--- config.mk ---
export PLATFORM = sky130hd
export DESIGN_NAME = mcfc_front
export DESIGN_NICKNAME = d
export VERILOG_FILES = /design/src/mcfc_pkg.sv /design/src/mcfc_front.sv
export SDC_FILE = /design/constraint.sdc
export NUM_CORES = 1
export LEC_CHECK = 0
export ABC_CLOCK_PERIOD_IN_PS = 2600
export BUFFER_PORTS_ARGS = -buffer_cell sky130_fd_sc_hd__clkbuf_2
export CORE_AREA = 2 2 244 246
export DETAILED_ROUTE_END_ITERATION = 6
export DIE_AREA = 0 0 246 248
export PLACE_DENSITY_LB_ADDON = 0.3
export SYNTH_ARGS = -nofsm -noshare
export SYNTH_HDL_FRONTEND = slang
export SYNTH_SLANG_ARGS = --single-unit
export TNS_END_PERCENT = 20
--- constraint.sdc ---
create_clock -name vclk -period 2.6
set_input_delay 0 -clock vclk [all_inputs]
set_output_delay 0 -clock vclk [all_outputs]
set_load 0.01 [all_outputs]
--- src/mcfc_pkg.sv ---
`default_nettype none
package mcfc_pkg;
   localparam int MAX_PAYLOAD_DEF = 64;
   localparam int CONTROL_LEN_DEF = 21;
   localparam int LEGACY_LEN = 20;
   localparam int COMMAND_LEN_DEF = 2;
   localparam logic [28:0] CTRL_BASE = 29'h100;
   localparam logic [28:0] CMD_BASE = 29'h110;
   localparam logic [31:0] TIMEOUT_DEFAULT = 32'd100;
   localparam logic [7:0] CODE_ENABLE = 8'd1;
   localparam logic [7:0] CODE_DISABLE = 8'd2;
   localparam logic [7:0] CODE_CLEAR = 8'd3;
   localparam int F_RANGE = 0;
   localparam int F_TIMEOUT = 1;
   localparam int F_BAD = 2;

   localparam logic [2:0] REG_NODE = 3'd0;
   localparam logic [2:0] REG_TIMEOUT = 3'd1;
   localparam logic [2:0] REG_POS_MIN = 3'd2;
   localparam logic [2:0] REG_POS_MAX = 3'd3;
   localparam logic [2:0] REG_VEL = 3'd4;
   localparam logic [2:0] REG_STIFF = 3'd5;
   localparam logic [2:0] REG_DAMP = 3'd6;
   localparam logic [2:0] REG_TORQUE = 3'd7;

   typedef enum logic [2:0] {
      OP_NONE = 3'd0, OP_CONTROL = 3'd1, OP_RANGE_FAULT = 3'd2, OP_ENABLE = 3'd3,
      OP_DISABLE = 3'd4, OP_CLEAR = 3'd5, OP_BAD = 3'd6, OP_TICK = 3'd7
   } op_type;

   typedef struct packed {
      op_type      op;
      logic [1:0]  mode;
      logic [31:0] pos;
      logic [31:0] vel;
      logic [31:0] stiff;
      logic [31:0] damp;
      logic [31:0] torque;
      logic [31:0] now;
   } cmd_type;

   // IEEE less-than on binary32 patterns; false when either is NaN
   function automatic logic f_lt(input logic [31:0] a, input logic [31:0] b);
      logic a_nan, b_nan, a_zero, b_zero, res;
      a_nan = (a[30:23] == 8'hff) && (a[22:0] != 23'd0);
      b_nan = (b[30:23] == 8'hff) && (b[22:0] != 23'd0);
      a_zero = (a[30:0] == 31'd0);
      b_zero = (b[30:0] == 31'd0);
      if (a_nan || b_nan || (a_zero && b_zero)) res = 1'b0;
      else if (a[31] != b[31]) res = a[31];
      else if (!a[31]) res = a[30:0] < b[30:0];
      else res = a[30:0] > b[30:0];
      return res;
   endfunction
endpackage
`default_nettype wire

--- src/mcfc_front.sv ---
`default_nettype none
module mcfc_front #(
   parameter int MAX_PAYLOAD = mcfc_pkg::MAX_PAYLOAD_DEF,
   parameter int CONTROL_LEN = mcfc_pkg::CONTROL_LEN_DEF,
   parameter int COMMAND_LEN = mcfc_pkg::COMMAND_LEN_DEF
) (
   input  wire logic        item_kind,
   input  wire logic [28:0] frame_ident,
   input  wire logic        extended_flag,
   input  wire logic [7:0]  data_length,
   input  wire logic [31:0] word_zero,
   input  wire logic [31:0] word_one,
   input  wire logic [31:0] word_two,
   input  wire logic [31:0] word_three,
   input  wire logic [31:0] word_four,
   input  wire logic [7:0]  mode_byte,
   input  wire logic [31:0] time_now,
   input  wire logic [7:0]  node_id,
   input  wire logic [31:0] pos_min,
   input  wire logic [31:0] pos_max,
   input  wire logic [31:0] vel_lim,
   input  wire logic [31:0] stiff_lim,
   input  wire logic [31:0] damp_lim,
   input  wire logic [31:0] torque_lim,
   output mcfc_pkg::cmd_type cmd
);
   localparam logic [7:0] MaxLen = 8'(MAX_PAYLOAD);
   localparam logic [7:0] CtrlLen = 8'(CONTROL_LEN);
   localparam logic [7:0] LegLen = 8'(mcfc_pkg::LEGACY_LEN);
   localparam logic [7:0] CmdLen = 8'(COMMAND_LEN);

   logic [7:0]  mode;
   logic        is_ctrl, is_cmd, fin, ok, pos_chk;
   logic [31:0] vabs, tabs;

   // classify and range-check the request
   always_comb begin
      is_ctrl = !extended_flag && (data_length <= MaxLen) &&
                (frame_ident == mcfc_pkg::CTRL_BASE + {21'd0, node_id}) &&
                (data_length == CtrlLen || data_length == LegLen);
      is_cmd = !extended_flag && (data_length <= MaxLen) && !is_ctrl &&
               (frame_ident == mcfc_pkg::CMD_BASE + {21'd0, node_id}) &&
               (data_length == CmdLen);
      mode = (data_length >= CtrlLen) ? mode_byte : 8'd0;
      fin = (word_zero[30:23] != 8'hff) && (word_one[30:23] != 8'hff) &&
            (word_two[30:23] != 8'hff) && (word_three[30:23] != 8'hff) &&
            (word_four[30:23] != 8'hff);
      vabs = {1'b0, word_one[30:0]};
      tabs = {1'b0, word_four[30:0]};
      pos_chk = (mode == 8'd0 || mode == 8'd3) &&
                (mcfc_pkg::f_lt(word_zero, pos_min) || mcfc_pkg::f_lt(pos_max, word_zero));
      ok = (mode <= 8'd3) && fin && !pos_chk && !mcfc_pkg::f_lt(vel_lim, vabs) &&
           !mcfc_pkg::f_lt(word_two, 32'd0) && !mcfc_pkg::f_lt(stiff_lim, word_two) &&
           !mcfc_pkg::f_lt(word_three, 32'd0) && !mcfc_pkg::f_lt(damp_lim, word_three) &&
           !mcfc_pkg::f_lt(torque_lim, tabs);
      cmd.mode = mode[1:0];
      cmd.pos = word_zero;
      cmd.vel = word_one;
      cmd.stiff = word_two;
      cmd.damp = word_three;
      cmd.torque = word_four;
      cmd.now = time_now;
      if (item_kind) cmd.op = mcfc_pkg::OP_TICK;
      else if (is_ctrl) cmd.op = ok ? mcfc_pkg::OP_CONTROL : mcfc_pkg::OP_RANGE_FAULT;
      else if (is_cmd) begin
         case (word_zero[7:0])
            mcfc_pkg::CODE_ENABLE:  cmd.op = mcfc_pkg::OP_ENABLE;
            mcfc_pkg::CODE_DISABLE: cmd.op = mcfc_pkg::OP_DISABLE;
            mcfc_pkg::CODE_CLEAR:   cmd.op = mcfc_pkg::OP_CLEAR;
            default:                cmd.op = mcfc_pkg::OP_BAD;
         endcase
      end else cmd.op = mcfc_pkg::OP_NONE;
   end
endmodule
`default_nettype wire

Word level (Yosys, flattened, before mapping)
Cells that the tools add are included.
{"block": "word_totals", "reg_bits": 0, "latch_bits": 0, "ramBits": 0, "mem_bits_ro": 0, "input_bits": 439, "output_inout_bits": 197, "wordCells": 157, "memories": 0}
{"block": "classes", "add_sub_neg": 2, "multipliers": 0, "div_mod_pow": 0, "order_cmp": 15, "eq_ne": 29, "shifts": 0, "muxes": 26, "bitwise_logic": 0, "n_reduce_logical": 85}
{"operator": "$logic_not A31 Y1", "n": 11}
{"operator": "$reduce_bool A23 Y1", "n": 11}
{"operator": "$lt A31 B31 Y1", "n": 6}
{"operator": "$gt A31 B31 Y1", "n": 4}
{"operator": "$eq A8 B8 Y1 const B", "n": 11}
{"operator": "$lt A31 B1 Y1 const B", "n": 2}
{"operator": "$eq A29 B10 Y1", "n": 2}
{"operator": "$ne A8 B8 Y1 const B", "n": 5}
{"operator": "$logic_and A1 B1 Y1", "n": 36}
{"operator": "$eq A8 B2 Y1 const B", "n": 4}
{"operator": "$add A9 B8 Y10 const A", "n": 2}
{"operator": "$mux W1", "n": 20}
{"operator": "$logic_or A1 B1 Y1", "n": 17}
{"operator": "$eq A8 B5 Y1 const B", "n": 2}
{"operator": "$logic_not A1 Y1", "n": 9}
{"operator": "$mux W3", "n": 3}
{"operator": "$pmux W3 S3", "n": 1}
{"operator": "$eq A8 B1 Y1 const B", "n": 1}
{"operator": "$ge A8 B5 Y1 const B", "n": 1}
{"operator": "$le A8 B2 Y1 const B", "n": 1}
{"operator": "$le A8 B7 Y1 const B", "n": 1}
{"operator": "$logic_not A8 Y1", "n": 1}
{"operator": "$mux W8", "n": 1}
{"operator": "$ne A1 B1 Y1", "n": 4}
{"operator": "$mux W2", "n": 1}

Logic depth before layout (Yosys ltp)
{"block": "logic_depth", "depth_word": 18, "ltp_mapped": 10, "mapped_depth_nobuf": 10}

Least setup slack after synthesis
OpenSTA, ideal clock, no wires.
{"block": "synth_timing", "kind": "in2out", "start": "in pos_min[28]", "end": "out cmd[195] (netlist name)", "t_arrival_ps": 1962, "required_time_ps": 2600, "setup_slack_ps": 638, "stages": 9, "path_buffers": 0, "cell_sequence": "inv_1 ha_1 a21o_1 a21o_1 a21oi_1 o211ai_1 a211oi_1 mux2_2 o41a_1"}
{"element": "start, declared", "line_no": "mcfc_front.sv:19", "rtl": "input wire logic [31:0] pos_min,"}
{"element": "end, declared", "line_no": "mcfc_front.sv:25", "rtl": "output mcfc_pkg::cmd_type cmd"}

==> results.md <==
- The worst max-slew margin expressed relative to the limit is 0.6247.
- The antenna violation net count after detailed routing is 0.
- The total of max-cap violations is 0.
- The synthesized instance count is 1111.
- The area share of fa/ha/maj cells after synthesis is 0.2990.
- The final period utilization is 0.9612.
- Of the cells placed in the final design, the portion with a size suffix greater than 1 is 0.4347.
- The final-report hold violation count was 0.
- The post-detailed-routing wire length is 41320 um.
- Summed over all nets, wire length on met3 after detailed routing comes to 2880 um.
- The weighted congestion at the end of routability-driven global placement is 0.9511.
- In the detailed route, the total length drawn on met2 is 20650 um.
- Ranked by instance count, the synthesized netlist is headed by 192 x sky130_fd_sc_hd__buf_4, 191 x sky130_fd_sc_hd__inv_1, 185 x sky130_fd_sc_hd__ha_1.
- The top-area cell type share of the netlist area is 0.2990.
- The portion of synthesized area spent on multiplexers is 0.005334.
- The storage element area is 0 um2.
- The highest metal layer with signal wires is met5.
- After synthesis, the largest family of logic cells by area is adder cells.
- The critical path data required time is 2.60 ns.
- The finished cells cover 0.01093 mm2.
- Timing analysis after detailed placement gives a worst setup slack of -0.6590 ns.
- The number of buffers inserted by hold repair at cts is 0.
- The largest individual stage delay along the critical path comes from the cell sky130_fd_sc_hd__o41a_1.
- The post-synthesis to final-layout area growth is 41.15%.
- By area the synthesized netlist is led by sky130_fd_sc_hd__ha_1 30%, sky130_fd_sc_hd__buf_4 19%, sky130_fd_sc_hd__inv_1 9.3%, sky130_fd_sc_hd__nor4_1 7.1%, sky130_fd_sc_hd__nand4_1 6.0%.
- Synthesis produced a netlist with a net count of 1735.
- In the final routed layout, each cell accounts on average for 17.63 um.
- The I/O pin total is 636.
- The via count of the first global-routing pass is 9597.
- The cell count after placement is 2341.
- Across every metal layer, demand over resource in global routing totals 0.1255.
- The number of antenna violations at the first check in global routing is 6.
- The share of synthesized cell area in and, or, nand and nor gates is 0.2468.
- The sequential fraction of the synthesis area is 0.
- The critical path launch point type is an input port.
- The first global-routing pass estimated 58000 um of wire.
- Setup repair after global routing could not meet its margin everywhere.
- In this run the worst path has a maximum fanout of 3.
- Summed over all cells, the static leakage comes to 6.138 nW.
- The routed metal-1 wirelength is 16890 um.
- The final layout contains 2195 nets.
- The die width is 246 um.
- The placed wire-length estimate after detailed placement is 39250 um.
- For the final routed database, the setup TNS stands at 0 ns.
- The library cell appearing most often on the critical path is sky130_fd_sc_hd__buf_4.
- The longest individual stage delay on the worst path is 0.43 ns.
- The floorplan die area is 0.06101 mm2.
- The worst path needs 2.499 ns of the cycle, external delays included.
- The total congestion overflow is 0.
- The count of sequential standard cells is 0.
- Entering global routing, the biggest net connects 7 pins.
- Together, buffers and inverters on the worst path number 5.
- The critical path goes through clkbuf_2 -> inv_1 -> ha_1 -> buf_4 -> nand2_1 -> nor2_1 -> a211oi_1 -> buf_4 -> o211ai_1 -> a211oi_4 -> mux2_2 -> o41a_1 -> buf_2.
- The flow ran to the end, and the final reports show no timing, DRC or antenna violations.
- Leaving out filler cells and counting taps, the final layout contains 2343.
- The highest ir drop seen on vdd is 0.05939 mV.
- The arrival time at the worst endpoint is 2.50 ns.
- For the pin with the worst max-slew slack, the measured transition is 0.5569 ns.
- In this run, distinct cell masters in the synthesized netlist total 56.
- In this run the cell area of the synthesized design comes to 0.007741 mm2.
- The floorplan step set the die height to 248 um.
- For this run, the top clock speed supported by timing is 400.1 MHz.
- The synthesized area per cell is 6.968 um2.
- The first-pass detailed-route iteration total is 4.
- Setup violations remaining at the end of the flow were counted as 0.
- The path class of the tightest hold or removal check is in -> out.
- The critical path in this run is classified as in -> out.
- The layout has 6763 filler cells.
- The total power draw is 1.638 mW.
- The power density over the cells is 149.9 mW/mm2.
- The DRC violations left is 0.
- The synthesized-area fraction occupied by xor and xnor cells is 0.01131.
- The row count is 89.
- The via density per instance is 4.076.
- After detailed placement, the total cell area comes to 0.01072 mm2.
- The routed layout has 9550 vias.
- The core box area is 0.05846 mm2.
- The max-slew violation count is 0.
- The initial core utilization is 0.1324.
- The number of buffer cells added on primary ports is 568.
- The most area-hungry cell type in the Yosys netlist is sky130_fd_sc_hd__ha_1.
- Setup slack closes at 0.1008 ns.
- The capturing element type of the critical path is an output port.
- The compound-gate portion of the synthesized area was 0.1582.
- The detailed router finished its first iteration with 324 violations.
- The number of clock buffers in the layout is 0.
- The most common cell in the synthesized netlist is sky130_fd_sc_hd__buf_4.
- The kind of cell with the highest combined delay along the critical path is compound AO/OA/AOI/OAI gates.
- The warning count from the yosys run is 0.
cell usage in the layout, fill, tap and decap left out, types with 6 or more instances in the layout:
master	count
sky130_fd_sc_hd__clkbuf_2	565
sky130_fd_sc_hd__inv_1	191
sky130_fd_sc_hd__ha_1	185
sky130_fd_sc_hd__nor4_1	83
sky130_fd_sc_hd__buf_4	83
sky130_fd_sc_hd__nand4_1	74
sky130_fd_sc_hd__a21oi_1	51
sky130_fd_sc_hd__nand2_1	47
sky130_fd_sc_hd__nor2_1	46
sky130_fd_sc_hd__o21ai_0	35
sky130_fd_sc_hd__a21o_1	32
sky130_fd_sc_hd__nor3_1	21
sky130_fd_sc_hd__nand3_1	15
sky130_fd_sc_hd__a211oi_1	13
sky130_fd_sc_hd__o21a_1	10
sky130_fd_sc_hd__nand2b_1	7
sky130_fd_sc_hd__nor4_2	7
sky130_fd_sc_hd__xor2_1	7
sky130_fd_sc_hd__o211ai_1	6
cells by family after synthesis:
logic type	count (synthesis)
AND/OR/NAND/NOR	339
adder cells (fa/ha/maj)	185
XOR/XNOR	10
multiplexers	4
buffers and inverters	384
AO/OA/AOI/OAI	189
area by class of cell:
| class | count | area (um2) | area share |
|---|---|---|---|
| inverters | 191 | 716.9 | 0.06561 |
| well taps | 773 | 967.2 | 0.08852 |
| repair buffers | 651 | 3472 | 0.3178 |
| multi-input cells | 727 | 5768 | 0.5279 |
| diodes | 1 | 2.502 | 0.0002290 |
layer usage:
metal / global-route usage / up-vias
met3: 0.02238 / 40
met5: 0 / -
met4: 0.02157 / 4
met1: 0.1489 / 4328
met2: 0.2356 / 404
li1: - / 4774
where the power goes:
group	internal (mW)	switching (mW)
Combinational	0.735	0.903
Sequential	0	0
Clock	0.0000000516	0
path summary, 6_finish.rpt:
check | startpoint | to | slack [ns] | cells after the start
worst max-delay path | pos_min[26] | cmd[195] | 0.10 | 13
worst min-delay path | time_now[25] | cmd[25] | 0.000003 | 0
what timing repair did:
| action | in CTS | in global routing |
|---|---|---|
| hold endpoints to repair | 0 | 0 |
| pin swaps | 5 | 14 |
| gates resized for setup | 14 | 23 |
| endpoints found under the setup margin | 2 | 2 |
| setup buffers | 0 | 2 |
metrics by stage:
| stage | utilization | hold WS, ns |
|---|---|---|
| floorplan | - | 0.09177 |
| global placement | 0.1834 | 0.00006862 |
| detailed placement | 0.1834 | 0.00006862 |
| CTS | 0.1845 | 0.00006862 |
| global route | 0.1869 | 0.00001935 |
| finish | 0.1869 | 0.000003281 |
(Power assumes the default switching activity.)
